<file path="config.mk">
export PLATFORM = sky130hd
export DESIGN_NAME = usb_hotplug_presence_tracker
export DESIGN_NICKNAME = d
export VERILOG_FILES = /design/src/design/uhpt_pkg.sv /design/src/design/uhpt_core.sv /design/src/design/uhpt_evq.sv /design/src/design/usb_hotplug_presence_tracker.sv
export VERILOG_INCLUDE_DIRS = /design/src /design/src/design
export SDC_FILE = /design/constraint.sdc
export NUM_CORES = 1
export LEC_CHECK = 0
export ABC_AREA = 1
export BUFFER_PORTS_ARGS = -buffer_cell sky130_fd_sc_hd__clkbuf_2
export CORE_AREA = 2 2 110 112
export CTS_BUF_LIST = sky130_fd_sc_hd__clkbuf_4 sky130_fd_sc_hd__clkbuf_8
export DETAILED_ROUTE_END_ITERATION = 16
export DIE_AREA = 0 0 112 114
export GPL_ROUTABILITY_DRIVEN = 0
export MAX_ROUTING_LAYER = met4
export PLACE_DENSITY = 0.69
export SLEW_MARGIN = 20
export SYNTH_ARGS = -nofsm -noshare
export SYNTH_HDL_FRONTEND = slang
export SYNTH_SLANG_ARGS = --single-unit
</file>
<file path="constraint.sdc">
create_clock -name i_clk -period 5.6 [get_ports i_clk]
set_clock_uncertainty 0.15 [all_clocks]
set_input_delay 0.56 -clock i_clk [delete_from_list [all_inputs] [get_ports i_clk]]
set_output_delay 0.56 -clock i_clk [all_outputs]
set_load 0.1 [all_outputs]
</file>
<file path="src/design/usb_hotplug_presence_tracker_assert.svh">
// ----------------------------------------------------------------------------
// usb hotplug presence tracker assertion macros
// shared concurrent assertion forms used by the tracker modules
// ----------------------------------------------------------------------------
`ifndef USB_HOTPLUG_PRESENCE_TRACKER_ASSERT_SVH
`define USB_HOTPLUG_PRESENCE_TRACKER_ASSERT_SVH

// same-cycle implication
`define UHPT_ASSERT_IMP(lbl, clk, rst_n, ante, cons, msg) \
    lbl: assert property (@(posedge clk) disable iff (!rst_n) (ante) |-> (cons)) \
        else $error(msg);

// next-cycle implication
`define UHPT_ASSERT_NXT(lbl, clk, rst_n, ante, cons, msg) \
    lbl: assert property (@(posedge clk) disable iff (!rst_n) (ante) |=> (cons)) \
        else $error(msg);

`endif

</file>
<file path="src/design/uhpt_pkg.sv">
// ----------------------------------------------------------------------------
// uhpt_pkg
// types and constants shared by the hotplug presence tracker modules
// ----------------------------------------------------------------------------
package uhpt_pkg;

    typedef enum logic [2:0] {
        OP_TICK  = 3'd0,
        OP_EDGE  = 3'd1,
        OP_PING  = 3'd2,
        OP_START = 3'd3,
        OP_STOP  = 3'd4
    } t_op;

    localparam logic [1:0] CFG_STABLE   = 2'd0;
    localparam logic [1:0] CFG_INTERVAL = 2'd1;
    localparam logic [1:0] CFG_LIMIT    = 2'd2;

    localparam logic [7:0]  DEF_STABLE   = 8'd50;
    localparam logic [15:0] DEF_INTERVAL = 16'd200;
    localparam logic [7:0]  DEF_LIMIT    = 8'd2;
    localparam logic [15:0] START_DELAY  = 16'd3;

    localparam logic EVT_CABLE = 1'b0;
    localparam logic EVT_USB   = 1'b1;

    localparam int EVQ_DEPTH = 4;
    localparam int EVQ_AW    = $clog2(EVQ_DEPTH);

    typedef struct packed {
        logic [7:0]  stable_samples;
        logic [15:0] keepalive_interval;
        logic [7:0]  keepalive_limit;
    } t_cfg;

    typedef struct packed {
        logic cable_chg;
        logic usb_chg;
        logic cable_up;
        logic usb_up;
        logic probe_ran;
    } t_chg;

    typedef struct packed {
        logic event_kind;
        logic is_online;
        logic phy_was_touched;
        logic last_event;
    } t_event;

endpackage

</file>
<file path="src/design/uhpt_core.sv">
// ----------------------------------------------------------------------------
// uhpt_core
// presence state, debounce and keep-alive update for one transaction
// ----------------------------------------------------------------------------
`include "usb_hotplug_presence_tracker_assert.svh"

module uhpt_core
    import uhpt_pkg::*;
(
    input  logic       i_clk,
    input  logic       i_rst_n,
    input  logic       i_valid,
    input  logic [2:0] i_operation,
    input  logic       i_pin_level,
    input  logic       i_bus_activity,
    input  logic       i_frame_advanced,
    input  t_cfg       i_cfg,
    output t_chg       o_chg
);

    logic        r_cable_up, n_cable_up;
    logic        r_usb_up, n_usb_up;
    logic        r_probe_ran, n_probe_ran;
    logic        r_detect_armed, n_detect_armed;
    logic        r_previous_pin, n_previous_pin;
    logic [7:0]  r_stable_run, n_stable_run;
    logic        r_alive_enabled, n_alive_enabled;
    logic        r_alive_expired, n_alive_expired;
    logic [7:0]  r_alive_countdown, n_alive_countdown;
    logic [15:0] r_interval_ticks, n_interval_ticks;

    logic [7:0]  eff_limit;
    logic [15:0] eff_interval;
    logic [7:0]  cd_dec;
    logic        cable_chg, usb_chg;

    assign eff_limit    = (i_cfg.keepalive_limit != '0) ? i_cfg.keepalive_limit : DEF_LIMIT;
    assign eff_interval = (i_cfg.keepalive_interval != '0) ? i_cfg.keepalive_interval
                                                           : DEF_INTERVAL;

    always_comb begin
        n_cable_up        = r_cable_up;
        n_usb_up          = r_usb_up;
        n_probe_ran       = r_probe_ran;
        n_detect_armed    = r_detect_armed;
        n_previous_pin    = r_previous_pin;
        n_stable_run      = r_stable_run;
        n_alive_enabled   = r_alive_enabled;
        n_alive_expired   = r_alive_expired;
        n_alive_countdown = r_alive_countdown;
        n_interval_ticks  = r_interval_ticks;
        cable_chg         = 1'b0;
        usb_chg           = 1'b0;
        cd_dec            = (r_alive_countdown != '0) ? r_alive_countdown - 8'd1 : '0;

        case (i_operation)
            OP_TICK: begin
                // keep-alive timer
                if (r_interval_ticks != '0) begin
                    n_interval_ticks = r_interval_ticks - 16'd1;
                    if (n_interval_ticks == '0) begin
                        if (r_alive_enabled) begin
                            n_alive_countdown = cd_dec;
                            if (cd_dec == '0) begin
                                if (i_frame_advanced) begin
                                    n_alive_countdown = eff_limit;
                                end else begin
                                    n_alive_expired = 1'b1;
                                    n_usb_up        = 1'b0;
                                    usb_chg         = 1'b1;
                                end
                            end
                        end
                        if (r_alive_enabled && !n_alive_expired) begin
                            n_interval_ticks = eff_interval;
                        end
                    end
                end
                // debounce and detection
                if (r_detect_armed) begin
                    if (r_stable_run == '0 || i_pin_level != r_previous_pin) begin
                        n_previous_pin = i_pin_level;
                        n_stable_run   = 8'd1;
                    end else if (r_stable_run != 8'hFF) begin
                        n_stable_run = r_stable_run + 8'd1;
                    end
                    if (n_stable_run >= i_cfg.stable_samples) begin
                        cable_chg   = (r_cable_up != i_pin_level);
                        n_cable_up  = i_pin_level;
                        n_probe_ran = i_pin_level;
                        if (!i_pin_level) begin
                            n_alive_enabled = 1'b0;
                        end
                        if (i_pin_level && i_bus_activity) begin
                            if (!n_usb_up) begin
                                usb_chg = 1'b1;
                            end
                            n_usb_up = 1'b1;
                        end else begin
                            n_alive_enabled = 1'b0;
                            if (n_usb_up) begin
                                usb_chg = 1'b1;
                            end
                            n_usb_up = 1'b0;
                        end
                        n_detect_armed = 1'b0;
                        n_stable_run   = '0;
                    end
                end
            end
            OP_EDGE: begin
                n_detect_armed = 1'b1;
                n_stable_run   = '0;
            end
            OP_PING: begin
                n_alive_countdown = eff_limit;
                if (r_alive_expired) begin
                    n_alive_expired  = 1'b0;
                    n_alive_enabled  = 1'b1;
                    n_interval_ticks = START_DELAY;
                end
            end
            OP_START: begin
                if (!r_alive_enabled) begin
                    n_alive_enabled   = 1'b1;
                    n_alive_countdown = eff_limit;
                    n_interval_ticks  = START_DELAY;
                end
            end
            OP_STOP: begin
                n_alive_enabled = 1'b0;
            end
            default: begin
            end
        endcase
    end

    always_ff @(posedge i_clk) begin
        if (!i_rst_n) begin
            r_cable_up        <= 1'b0;
            r_usb_up          <= 1'b0;
            r_probe_ran       <= 1'b0;
            r_detect_armed    <= 1'b0;
            r_previous_pin    <= 1'b0;
            r_stable_run      <= '0;
            r_alive_enabled   <= 1'b0;
            r_alive_expired   <= 1'b0;
            r_alive_countdown <= '0;
            r_interval_ticks  <= '0;
        end else if (i_valid) begin
            r_cable_up        <= n_cable_up;
            r_usb_up          <= n_usb_up;
            r_probe_ran       <= n_probe_ran;
            r_detect_armed    <= n_detect_armed;
            r_previous_pin    <= n_previous_pin;
            r_stable_run      <= n_stable_run;
            r_alive_enabled   <= n_alive_enabled;
            r_alive_expired   <= n_alive_expired;
            r_alive_countdown <= n_alive_countdown;
            r_interval_ticks  <= n_interval_ticks;
        end
    end

    assign o_chg.cable_chg = cable_chg;
    assign o_chg.usb_chg   = usb_chg;
    assign o_chg.cable_up  = n_cable_up;
    assign o_chg.usb_up    = n_usb_up;
    assign o_chg.probe_ran = n_probe_ran;

    `UHPT_ASSERT_IMP(a_probe_follows_cable, i_clk, i_rst_n, 1'b1,
        r_probe_ran == r_cable_up, "probe flag differs from cable state")
    `UHPT_ASSERT_IMP(a_expiry_needs_enable, i_clk, i_rst_n,
        $past(i_rst_n) && $rose(r_alive_expired), $past(r_alive_enabled),
        "keep-alive expired while disabled")
    `UHPT_ASSERT_IMP(a_revive_enables, i_clk, i_rst_n,
        $past(i_rst_n) && $fell(r_alive_expired), r_alive_enabled,
        "keep-alive revived without enable")

endmodule

</file>
<file path="src/design/uhpt_evq.sv">
// ----------------------------------------------------------------------------
// uhpt_evq
// event queue: splits state changes into events and holds them for output
// ----------------------------------------------------------------------------
`include "usb_hotplug_presence_tracker_assert.svh"

module uhpt_evq
    import uhpt_pkg::*;
(
    input  logic   i_clk,
    input  logic   i_rst_n,
    input  logic   i_push,
    input  t_chg   i_chg,
    output logic   o_room,
    output logic   o_valid,
    input  logic   i_stall,
    output t_event o_event
);

    localparam logic [EVQ_AW:0] ROOM_LIMIT = (EVQ_AW + 1)'(EVQ_DEPTH - 2);

    t_event              r_mem [EVQ_DEPTH];
    logic [EVQ_AW-1:0]   r_wr_ptr, n_wr_ptr;
    logic [EVQ_AW-1:0]   r_rd_ptr, n_rd_ptr;
    logic [EVQ_AW:0]     r_count, n_count;

    t_event              ev_cable, ev_usb, ev_first;
    logic [1:0]          push_n;
    logic                pop;

    assign o_room = (r_count <= ROOM_LIMIT);
    assign pop    = o_valid && !i_stall;

    always_comb begin
        ev_cable.event_kind      = EVT_CABLE;
        ev_cable.is_online       = i_chg.cable_up;
        ev_cable.phy_was_touched = 1'b0;
        ev_cable.last_event      = !i_chg.usb_chg;
        ev_usb.event_kind        = EVT_USB;
        ev_usb.is_online         = i_chg.usb_up;
        ev_usb.phy_was_touched   = i_chg.probe_ran;
        ev_usb.last_event        = 1'b1;
        ev_first                 = i_chg.cable_chg ? ev_cable : ev_usb;
        push_n = i_push ? ({1'b0, i_chg.cable_chg} + {1'b0, i_chg.usb_chg}) : 2'd0;
        n_wr_ptr = r_wr_ptr + EVQ_AW'(push_n);
        n_rd_ptr = r_rd_ptr + EVQ_AW'(pop);
        n_count  = r_count + (EVQ_AW + 1)'(push_n) - (EVQ_AW + 1)'(pop);
    end

    always_ff @(posedge i_clk) begin
        if (push_n != 2'd0) begin
            r_mem[r_wr_ptr] <= ev_first;
        end
        if (push_n == 2'd2) begin
            r_mem[r_wr_ptr + EVQ_AW'(1)] <= ev_usb;
        end
    end

    always_ff @(posedge i_clk) begin
        if (!i_rst_n) begin
            r_wr_ptr <= '0;
            r_rd_ptr <= '0;
            r_count  <= '0;
        end else begin
            r_wr_ptr <= n_wr_ptr;
            r_rd_ptr <= n_rd_ptr;
            r_count  <= n_count;
        end
    end

    assign o_valid = (r_count != '0);
    assign o_event = r_mem[r_rd_ptr];

    `UHPT_ASSERT_IMP(a_count_bound, i_clk, i_rst_n, 1'b1,
        r_count <= (EVQ_AW + 1)'(EVQ_DEPTH), "event queue overflow")
    `UHPT_ASSERT_IMP(a_empty_ptrs, i_clk, i_rst_n, r_count == '0,
        r_wr_ptr == r_rd_ptr, "empty queue with unequal pointers")
    `UHPT_ASSERT_NXT(a_push_fits, i_clk, i_rst_n, i_push && o_room,
        r_count <= (EVQ_AW + 1)'(EVQ_DEPTH), "push overran the queue")

endmodule

</file>
<file path="src/design/usb_hotplug_presence_tracker.sv">
// ----------------------------------------------------------------------------
// usb_hotplug_presence_tracker
// cable and usb presence tracking with debounce and keep-alive watchdog
// ----------------------------------------------------------------------------
// input channel: i_valid / o_stall with operation and tick samples; a
// transaction lands in an input register, is applied to the presence state
// once the queue has room, and its events (zero, one or two) go into a
// four-entry event queue.
// output channel: o_valid / i_stall, one event per transaction; last_event
// marks the final event of an input.
// config channel: i_cfg_valid / o_cfg_ready, always ready; index 0 stable
// samples, 1 keep-alive interval, 2 keep-alive limit, others ignored.
// throughput: one input per cycle while the queue has room for two events;
// the output side delivers one event per cycle while i_stall is low, so
// inputs with two events are paced by the output.
// a receiver stall holds the current event; once the queue holds more than
// two entries the input register stops draining and raises o_stall.
// reset clears all presence and keep-alive state, empties the queue and
// loads the register defaults.
// ----------------------------------------------------------------------------
module usb_hotplug_presence_tracker
    import uhpt_pkg::*;
(
    input  logic        i_clk,
    input  logic        i_rst_n,
    input  logic        i_valid,
    output logic        o_stall,
    input  logic [2:0]  i_operation,
    input  logic        i_pin_level,
    input  logic        i_bus_activity,
    input  logic        i_frame_advanced,
    output logic        o_valid,
    input  logic        i_stall,
    output logic        o_event_kind,
    output logic        o_is_online,
    output logic        o_phy_was_touched,
    output logic        o_last_event,
    input  logic        i_cfg_valid,
    output logic        o_cfg_ready,
    input  logic [1:0]  i_cfg_index,
    input  logic [15:0] i_cfg_data
);

    t_cfg        r_cfg;
    logic        r_in_valid;
    logic [2:0]  r_in_operation;
    logic        r_in_pin_level;
    logic        r_in_bus_activity;
    logic        r_in_frame_advanced;

    logic        room;
    logic        consume;
    logic        accept;
    t_chg        chg;
    t_event      event_out;

    assign o_cfg_ready = 1'b1;
    assign consume     = r_in_valid && room;
    assign o_stall     = r_in_valid && !room;
    assign accept      = i_valid && !o_stall;

    always_ff @(posedge i_clk) begin
        if (!i_rst_n) begin
            r_cfg.stable_samples     <= DEF_STABLE;
            r_cfg.keepalive_interval <= DEF_INTERVAL;
            r_cfg.keepalive_limit    <= DEF_LIMIT;
        end else if (i_cfg_valid && o_cfg_ready) begin
            case (i_cfg_index)
                CFG_STABLE:   r_cfg.stable_samples     <= i_cfg_data[7:0];
                CFG_INTERVAL: r_cfg.keepalive_interval <= i_cfg_data;
                CFG_LIMIT:    r_cfg.keepalive_limit    <= i_cfg_data[7:0];
                default: begin
                end
            endcase
        end
    end

    always_ff @(posedge i_clk) begin
        if (!i_rst_n) begin
            r_in_valid <= 1'b0;
        end else if (accept) begin
            r_in_valid <= 1'b1;
        end else if (consume) begin
            r_in_valid <= 1'b0;
        end
    end

    always_ff @(posedge i_clk) begin
        if (accept) begin
            r_in_operation      <= i_operation;
            r_in_pin_level      <= i_pin_level;
            r_in_bus_activity   <= i_bus_activity;
            r_in_frame_advanced <= i_frame_advanced;
        end
    end

    uhpt_core u_core (
        .i_clk            (i_clk),
        .i_rst_n          (i_rst_n),
        .i_valid          (consume),
        .i_operation      (r_in_operation),
        .i_pin_level      (r_in_pin_level),
        .i_bus_activity   (r_in_bus_activity),
        .i_frame_advanced (r_in_frame_advanced),
        .i_cfg            (r_cfg),
        .o_chg            (chg)
    );

    uhpt_evq u_evq (
        .i_clk   (i_clk),
        .i_rst_n (i_rst_n),
        .i_push  (consume),
        .i_chg   (chg),
        .o_room  (room),
        .o_valid (o_valid),
        .i_stall (i_stall),
        .o_event (event_out)
    );

    assign o_event_kind      = event_out.event_kind;
    assign o_is_online       = event_out.is_online;
    assign o_phy_was_touched = event_out.phy_was_touched;
    assign o_last_event      = event_out.last_event;

endmodule
</file>
==> results_dict.tcl, run 1 <==
set metrics [dict create \
    synth.avg_cell_area_sq_um 7.11 \
    hold_viol_final 0 \
    p_seq_share_pct 38.7 \
    cts_root_buf "clkbuf_8" \
    port_buffers 34 \
    synth_edf_count 14 \
    cts.sinks 101 \
    nets 878 \
    drt_iter0_drc 242 \
    synth_cell_type_count 45 \
    crit_path_end_kind "register" \
    path_max_fanout 5 \
    p_leak_nw 2.80 \
    yosys.cell_count.top_type "nand2_1" \
    yosysSeqAreaShare_pct 38.0 \
    ys_seq_elements 101 \
    max_freq_mhz 215 \
    post-cts-setup-buffers 0 \
    crit_slowest_cell "fa_1" \
    synth_area_sq_um 5690 \
    layout-area-overhead-vs-synth_pct 8.88 \
    syn_nets 851 \
    hold_slack_ns 0.228 \
    overflow 0 \
    die_x_microns 112 \
    vias 5188 \
    cts_hold_buf 0 \
    relSlewSlack_pct 43.3 \
    htree_num_levels 3 \
    max-cap-violations 0 \
    register_area_sq_um 2160 \
    arrival_ns 4.74 \
    ctsResizeCount 0 \
    worst_skew_pair.late_latency_ns 0.36 \
    drtAntennaViolNets 0 \
    multi_input_area_sq_um 2970 \
    setup_viol 0 \
    cts_tree "done" \
    tightest_slew_ns 0.851 \
    cp-start-kind "register" \
    fillers 1153 \
    postSynthCellCount 800 \
    antenna_cells 0 \
    netlist_top_cells_count "151 x nand2_1, 122 x inv_1, 87 x dfxtp_1, 87 x nor2_1, 72 x a21oi_1" \
    dpl_cell_area_sq_um 5960 \
    clk_pin_slew_ns 0.09 \
    rsz0062_at_grt "false" \
    fin_tns_setup_ns 0 \
    grt_pass1_vias 4895 \
    synth_top_area_share_pct 30.6 \
    yosys_warnings 0 \
    cts-buffers-inserted 9 \
    synthTopCellsByArea "dfxtp_1 31%, nand2_1 10%, inv_1 8.0%" \
    hp-class "input port to register" \
    drt-pass1-iter-count 5 \
    cts_buffer_depth 2 \
    wl_per_cell_microns 12.9 \
    status "finished clean" \
    io_pins 36 \
    placementRows 40 \
    maxSlewViolCount 0 \
    fin_crit_ns 4.65 \
    die-area_sq_um 12800 \
    core_area_sq_um 11700 \
    grt_pass1_wl_mm 21.5 \
    power_switching_uw 849 \
    cellInternalPower_mw 1.28 \
    peakVddDrop_uv 198 \
    critPathMostFrequentCell "inv_1" \
    fin_crit_sh_pct 83.1 \
    finalPower_mw 2.13 \
    routed_wl_mm 12.6 \
    max_stage_delay_ns 0.44 \
    drt-vias-per-instance 5.30 \
    reg2reg_slack_ns 0.95 \
    synth_top_area_cell "dfxtp_1" \
    drive_gt1_share_pct 11.1 \
    grt_max_degree 49 \
    dp_hpwl_mm 9.46 \
    swShare_pct 39.8 \
    antenna_found_initial 0 \
    powerDensity_nw_per_um2 344 \
    path_class "register to register" \
    fp.dieH_microns 114 \
    cp_data_required_time_ns 5.69 \
    ys.flop_type "dfxtp_1" \
    design_area_sq_um 6200 \
    p_clk_share_pct 25.1 \
    post-route-drc-count 0 \
    start_util_pct 48.6 \
    synthArstFlopShare_pct 0 \
    pwr-share-comb_pct 36.2 \
    grt_use_total_pct 20.8 \
]
[flip-flops by register name, indices dropped and copies added, names as in the netlist, 2 cells and up]
signal and cells:
u_evq.r_mem 16, u_evq.r_count 3, u_core.r_stable_run 8, u_evq.r_rd_ptr 2
r_cfg 32, u_core.r_interval_ticks 16, r_in_operation 3, u_evq.r_wr_ptr 2
u_core.r_alive_countdown 8
[stage by stage]
stage	setup WS (ns)	utilization [%]	std cells
floorplan	1.55	-	800
global placement	1.27	50.9	963
detailed placement	1.00	50.9	963
CTS	0.972	52.9	979
global route	0.411	52.9	979
finish	0.948	52.9	979
[per-layer routing]
layer / routed length [microns] / track usage (%) / part of all wire, % / vias to the layer above
met2: 5970 / 34.4 / 47 / 106
met5: 0 / - / 0 / -
li1: - / - / - / 2676
met4: 195 / 6.91 / 1.5 / 0
met1: 5980 / 26.2 / 47 / 2390
met3: 482 / 3.35 / 3.8 / 16
[final timing paths]
check	end	start	cells past startpoint
setup / recovery	u_evq.r_count[2]	u_core.r_stable_run[0]	26
hold reg to reg	u_evq.r_mem[2][3]	u_evq.r_mem[2][3]	2
hold / removal	r_in_bus_activity	i_bus_activity	1
setup reg to reg	u_evq.r_count[2]	u_core.r_stable_run[0]	26
[power groups by stage]
stage          clock network [mW]  registers [mW]  logic [mW]
6_report                    0.534           0.826       0.772
2_1_floorplan                   0           0.825       0.643
5_1_grt                     0.579           0.834       0.859
3_5_place_dp                    0           0.841       0.769
3_3_place_gp                    0           0.840       0.754
4_1_cts                     0.549           0.825       0.773
[cell usage in the layout (no fill, tap or decap), types with 2 or more instances in the layout]
master / synthesis / layout
o22ai_1: 11 / 11
o211ai_1: 9 / 9
inv_1: 122 / 122
nand2_1: 151 / 151
inv_2: 2 / 2
inv_6: 0 / 2
o21ai_2: 2 / 2
nor2_2: 8 / 8
and2_1: 2 / 2
nand2_4: 3 / 3
nand3_1: 40 / 40
bufinv_16: 0 / 2
o21ai_0: 64 / 64
xor2_1: 7 / 7
nor3_1: 15 / 15
nor4_1: 4 / 4
a21oi_1: 72 / 72
ha_1: 21 / 21
dfxtp_1: 87 / 87
nor2_4: 3 / 3
o21ai_1: 7 / 7
xnor2_1: 4 / 4
edfxtp_1: 14 / 14
nand4_1: 7 / 7
a21oi_2: 5 / 5
or2_2: 2 / 2
clkbuf_2: 0 / 34
nand2_2: 4 / 4
nand3_2: 2 / 2
a211oi_1: 3 / 3
nand3b_1: 3 / 3
a22oi_1: 5 / 5
nor2_1: 87 / 87
o211ai_2: 6 / 6
clkbuf_8: 0 / 11
[layout make-up]
type                            instances  share of cell area (%)
Multi-Input combinational cell        555                    47.9
Sequential cell                       101                    34.9
Inverter                              125                    7.57
Tap cell                              147                    2.97
Timing Repair Buffer                   35                    2.87
Clock buffer                           12                    2.56
Clock inverter                          4                    1.25
[logic make-up (layout without fill, tap and decap cells)]
group,after synthesis,after routing,share of synthesized area [%]
buffers and inverters,144,176,9.87
other,1,1,0.0659
adder cells (fa/ha/maj),22,22,4.97
flip-flops,101,101,38.0
AO/OA/AOI/OAI,186,186,18.7
AND/OR/NAND/NOR,335,335,26.7
XOR/XNOR,11,11,1.69
[critical path: cells and delay by family (launching register included)]
family                   cells  cell delay (ns)
AND/OR/NAND/NOR             10             1.25
AO/OA/AOI/OAI                4             0.61
adder cells (fa/ha/maj)      5             1.43
buffers and inverters        6             0.48
flip-flops                   1             0.42
XOR/XNOR                     1             0.18
Power figures use the tool's default switching activity.
==> inputs of run 2 (changes only) <==
==> constraint.sdc (replaced) <==
create_clock -name i_clk -period 4.85 [get_ports i_clk]
set_clock_uncertainty 0.15 [all_clocks]
set_input_delay 0.485 -clock i_clk [delete_from_list [all_inputs] [get_ports i_clk]]
set_output_delay 0.485 -clock i_clk [all_outputs]
set_load 0.1 [all_outputs]
==> results_dict.tcl, run 2 (same netlist as run 1, synthesis figures left out) <==
set metrics [dict create \
    drt_iter0_drc 234 \
    status "finished clean" \
    fp.dieH_microns 114 \
    cts-buffers-inserted 9 \
    arrival_ns 4.53 \
    pre_cts_ws_ns 0.249 \
    maxSlewViolCount 0 \
    relSlewSlack_pct 42.0 \
    top_layer "met4" \
    p_leak_nw 2.80 \
    reg.largest.list "r_cfg: 32 flops, u_core.r_interval_ticks: 16 flops, u_evq.r_mem: 16 flops" \
    routed_wl_mm 12.7 \
    dr_wl_met3_microns 558 \
    cp-start-kind "register" \
    fin_crit_sh_pct 91.4 \
    register_area_sq_um 2160 \
    io_pins 36 \
    port_buffers 34 \
    core_area_sq_um 11700 \
    fin_crit_ns 4.43 \
    dp_hpwl_mm 9.47 \
    antenna_cells 0 \
    start_util_pct 48.6 \
    wl_met1_mm 5.82 \
    largest-register "r_cfg" \
    critPathMostFrequentCell "inv_1" \
    cellInternalPower_mw 1.42 \
    final_common_cell "nand2_1" \
    peakVddDrop_uv 280 \
    drive_gt1_share_pct 12.4 \
    hold_slack_ns 0.144 \
    r2r_cells 26 \
    placementRows 40 \
    grt_use_total_pct 20.8 \
    htree_num_levels 3 \
    critPathBufInv 6 \
    path_class "register to register" \
    powerDensity_nw_per_um2 386 \
    antenna_found_initial 0 \
    cp_num_cells 26 \
    cp_top_family "adder cells" \
    wl_per_cell_microns 13.0 \
    max_stage_delay_ns 0.44 \
    p_seq_share_pct 39.7 \
    layout-area-overhead-vs-synth_pct 9.25 \
    final_cell_mix "151 x nand2_1, 122 x inv_1, 87 x dfxtp_1" \
    finalWorstSetupSlack_ns 0.415 \
    pwr-share-comb_pct 37.1 \
    path_max_fanout 5 \
    hp-class "input port to register" \
    overflow 0 \
    nets 878 \
    drt-vias-per-instance 5.28 \
    setup_viol 0 \
    cts_buffer_depth 2 \
    max-cap-violations 0 \
    grt_pass1_vias 4887 \
    cts_root_buf "clkbuf_8" \
    rsz0062_at_grt "false" \
    min_path_cells 1 \
    grt_pass1_wl_mm 21.5 \
    worst_skew_pair.late_latency_ns 0.37 \
    cp_data_required_time_ns 4.95 \
    fillers 1134 \
    cts.sinks 101 \
    crit_path_end_kind "register" \
    drt-pass1-iter-count 5 \
    swShare_pct 40.8 \
    fin_tns_setup_ns 0 \
    die-area_sq_um 12800 \
    route.met2.wl_mm 6.14 \
    tightest_slew_ns 0.870 \
    die_x_microns 112 \
    clk_pin_slew_ns 0.10 \
    crit_slowest_cell "fa_1" \
    max_freq_mhz 225 \
    cts_tree "done" \
    largest_reg_flops 32 \
    hold_viol_final 0 \
    grt_max_degree 49 \
    p_clk_share_pct 23.2 \
    power_switching_uw 980 \
    drtAntennaViolNets 0 \
    post-route-drc-count 0 \
    multi_input_area_sq_um 3020 \
    vias 5167 \
]
==> run 2: changes by cell type in the layout (fill, tap and decap cells not counted), sizes merged <==
| cell | change |
|---|---|
| bufinv | -1 |
| clkinv | +3 |
| clkbuf | -1 |
| inv | -1 |
==> run 2: worst reg2reg max path, delay by kind of cell, from the launching register on <==
kind	cells	cell delay (ns)
DFF	1	0.41
and+or+nand+nor	10	1.18
AOI/OAI and AO/OA	4	0.50
adders and majority gates	5	1.41
xor gates and xnor gates	1	0.18
buffers and inverters	6	0.49
==> run 2: per-layer routing <==
layer	vias to the layer above	global-route usage (%)
met3	18	3.08
met1	2363	26.1
met4	0	7.64
li1	2676	-
met2	110	34.5
met5	-	-
==> run 2: timing repair <==
item	4_1_cts	5_1_grt
setup endpoints to repair	0	20
setup buffers	0	0
hold buffers	0	0
resized for setup	0	12
==> run 2: area by class of cell <==
cell class | count | area share, %
clock buffer | 11 | 2.43
clock inverter | 5 | 0.905
inverter | 125 | 7.55
multi-input combinational | 555 | 48.5
sequential | 101 | 34.8
tap | 147 | 2.96
timing repair buffer | 35 | 2.86
==> run 2: power by group through the flow <==
stage | sequential, mW | clock, mW | combinational (mW)
3_3_place_gp | 0.970 | 0 | 0.871
4_1_cts | 0.953 | 0.570 | 0.891
6_report | 0.954 | 0.556 | 0.890
2_1_floorplan | 0.953 | 0 | 0.743
5_1_grt | 0.963 | 0.605 | 0.987
3_5_place_dp | 0.971 | 0 | 0.887
==> run 2: worst paths after layout <==
kind              slack, ns                end                    from
setup / recovery       0.42   u_evq.r_count[2]  u_core.r_stable_run[0]
hold / removal         0.14  r_in_operation[2]          i_operation[2]
setup reg to reg       0.42   u_evq.r_count[2]  u_core.r_stable_run[0]
hold reg to reg        0.31  u_evq.r_mem[2][3]       u_evq.r_mem[2][3]
==> run 2: through the flow <==
| stage | instance area, sq um | cells | total power [mW] | util [%] |
|---|---|---|---|---|
| after floorplan | 5690 | 800 | 1.70 | - |
| after global placement | 5960 | 963 | 1.84 | 50.9 |
| after detailed placement | 5960 | 963 | 1.86 | 50.9 |
| after CTS | 6170 | 979 | 2.41 | 52.7 |
| after global routing | 6220 | 979 | 2.55 | 53.1 |
| final | 6220 | 979 | 2.40 | 53.1 |
==> inputs of run 3 (changes only) <==
--- a/config.mk
+++ b/config.mk
@@ -6,7 +6,6 @@
 export SDC_FILE = /design/constraint.sdc
 export NUM_CORES = 1
 export LEC_CHECK = 0
-export ABC_AREA = 1
 export BUFFER_PORTS_ARGS = -buffer_cell sky130_fd_sc_hd__clkbuf_2
 export CORE_AREA = 2 2 110 112
 export CTS_BUF_LIST = sky130_fd_sc_hd__clkbuf_4 sky130_fd_sc_hd__clkbuf_8
==> results_dict.tcl, run 3 <==
set metrics [dict create \
    overflow 0 \
    drt-vias-per-instance 5.86 \
    pre_cts_ws_ns -0.0872 \
    clk_pin_slew_ns 0.10 \
    drt-pass1-iter-count 5 \
    drt_iter0_drc 443 \
    min_path_cells 1 \
    fin_crit_ns 4.74 \
    ys.flop_type "dfxtp_1" \
    powerDensity_nw_per_um2 324 \
    synthTopCellsByArea "dfxtp_1 30%, edfxtp_1 7.3%, nand2_1 5.8%" \
    wl_per_cell_microns 15.9 \
    largest-register "r_cfg" \
    grt_pass1_vias 4856 \
    port_buffers 34 \
    drtAntennaViolNets 0 \
    hold_viol_final 0 \
    path_max_fanout 5 \
    grt_max_degree 59 \
    final_common_cell "nand2_1" \
    finalWorstSetupSlack_ns 0.112 \
    r2r_start "u_core.r_stable_run[0]" \
    r2r-end "u_evq.r_count[2]" \
    io_pins 36 \
    cts_hold_buf 0 \
    die_x_microns 112 \
    setup_viol 0 \
    die-area_sq_um 12800 \
    syn_nets 744 \
    finalPower_mw 2.07 \
    antenna_found_initial 0 \
    reg2reg_slack_ns 0.11 \
    layout-area-overhead-vs-synth_pct 11.3 \
    grt_pass1_wl_mm 22.9 \
    yosys.cell_count.top_type "nand2_1" \
    cts_buffer_depth 2 \
    drive_gt1_share_pct 16.5 \
    wl_met1_mm 6.37 \
    worst_skew_pair.late_latency_ns 0.39 \
    yosys_warnings 0 \
    synth_area_sq_um 5720 \
    final_cell_mix "87 x nand2_1, 86 x dfxtp_1, 79 x nor2_1" \
    post-route-drc-count 0 \
    max_freq_mhz 211 \
    routed_wl_mm 13.8 \
    top_layer "met4" \
    cp_data_required_time_ns 4.96 \
    reg.largest.list "r_cfg: 32 flops, u_core.r_interval_ticks: 16 flops, u_evq.r_mem: 16 flops" \
    tightest_slew_ns 1.07 \
    synthArstFlopShare_pct 0 \
    dp_hpwl_mm 9.90 \
    r2r_cells 21 \
    core_area_sq_um 11700 \
    cp-start-kind "register" \
    vias 5100 \
    relSlewSlack_pct 28.4 \
    fp.dieH_microns 114 \
    start_util_pct 48.9 \
    cts_tree "done" \
    nets 769 \
    fin_crit_sh_pct 97.7 \
    ys_seq_elements 101 \
    placementRows 40 \
    synth.avg_cell_area_sq_um 8.26 \
    dr_wl_met3_microns 597 \
    yosysSeqAreaShare_pct 37.8 \
    cts_root_buf "clkbuf_8" \
    grt_use_total_pct 22.6 \
    max-cap-violations 0 \
    rsz0062_at_grt "true" \
    largest_reg_flops 32 \
    cts-buffers-inserted 9 \
    worstSetupStartpoint "u_core.r_stable_run[0]" \
    arrival_ns 4.85 \
    synth_top_area_share_pct 30.4 \
    antenna_cells 0 \
    status "finished clean" \
    netlist_top_cells_count "89 x nand2_1, 87 x dfxtp_1, 81 x nor2_1, 41 x a21oi_1, 33 x clkbuf_1" \
    peakVddDrop_uv 393 \
    maxSlewViolCount 0 \
    cts.sinks 101 \
    p_leak_nw 2.50 \
    hp-class "input port to register" \
    postSynthCellCount 693 \
    synth_top_area_cell "dfxtp_1" \
    synth_edf_count 14 \
    htree_num_levels 3 \
    path_class "register to register" \
    crit_path_end_kind "register" \
    timing.critical_path.to "u_evq.r_count[2]" \
    synth_cell_type_count 72 \
    route.met2.wl_mm 6.60 \
]
[run 3: cell types whose count changed after synthesis, moves of 9 or more]
cell      before  now
inv_1        122   27
nand2_1      151   89
o21ai_0       64   26
a21oi_1       72   41
clkbuf_1      13   33
nand3_1       40   21
mux2i_1        0   18
or3_1          0   11
and2_1         2   11
nand2b_1       0    9
nor3_1        15   24
[run 3: where the power goes]
group	leakage, nW	switching (mW)	internal, mW
registers	0.858	0.0583	0.894
logic	1.55	0.369	0.244
clock network	0.0918	0.308	0.192
[run 3: worst min path at each step]
stage,start,end
final,i_bus_activity,r_in_bus_activity
after global placement,r_cfg[1],r_cfg[1]
after global routing,i_bus_activity,r_in_bus_activity
after floorplan,r_cfg[1],r_cfg[1]
after detailed placement,r_cfg[1],r_cfg[1]
after CTS,i_bus_activity,r_in_bus_activity
[run 3: per-layer routing]
metal / up-vias / GRT usage (%)
met5: - / -
met4: 0 / 8.86
li1: 2542 / -
met1: 2409 / 28.2
met2: 130 / 37.2
met3: 19 / 3.56
[run 3: cell families (layout without fill, tap and decap cells)]
family	count (synthesis)	in the layout	share of synthesized area (%)
flip-flops	101	101	37.8
XOR/XNOR	14	14	2.14
multiplexers	24	24	5.25
adder cells (fa/ha/maj)	22	22	4.94
AO/OA/AOI/OAI	163	163	19.5
AND/OR/NAND/NOR	300	300	25.2
buffers and inverters	68	98	5.12
other	1	1	0.0655
[run 3: repair_timing]
item,CTS,global route
pin swaps,1,14
setup buffers,1,6
resized for setup,3,31
setup endpoints to repair,14,18
[run 3: metrics by stage]
step,util [%],TNS [ns],instance area [sq um],hold WS [ns],std cells
5_1_grt,54.4,-0.128,6370,0.101,870
6_report,54.4,0,6370,0.114,870
4_1_cts,52.9,0,6190,0.0997,864
2_1_floorplan,-,0,5750,0.289,693
3_3_place_gp,51.3,0,6010,0.303,847
3_5_place_dp,51.3,-0.569,6010,0.325,847
[run 3: worst max-delay path, stage by stage (launching register included)]
cell     delay, ns
dfxtp_2       0.34
inv_2         0.04
ha_1          0.13
or4b_4        0.47
o41ai_4       0.42
buf_4         0.22
nor2_4        0.05
ha_1          0.29
a211o_1       0.29
a221o_1       0.33
a21o_1        0.21
and2_4        0.18
nand2_4       0.06
a21oi_4       0.07
ha_4          0.28
and3_4        0.20
ha_4          0.12
inv_2         0.03
fa_2          0.39
xnor2_2       0.15
xnor2_1       0.16
nor2_1        0.06
[run 3: area by class of cell]
class	instances	area, sq um
fillers	1094	5340
multi-input cells	524	3430
flip-flops and latches	101	2160
repair buffers	55	328
well taps	147	184
clock buffers	10	131
inverters	27	101
clock inverters	6	37.5
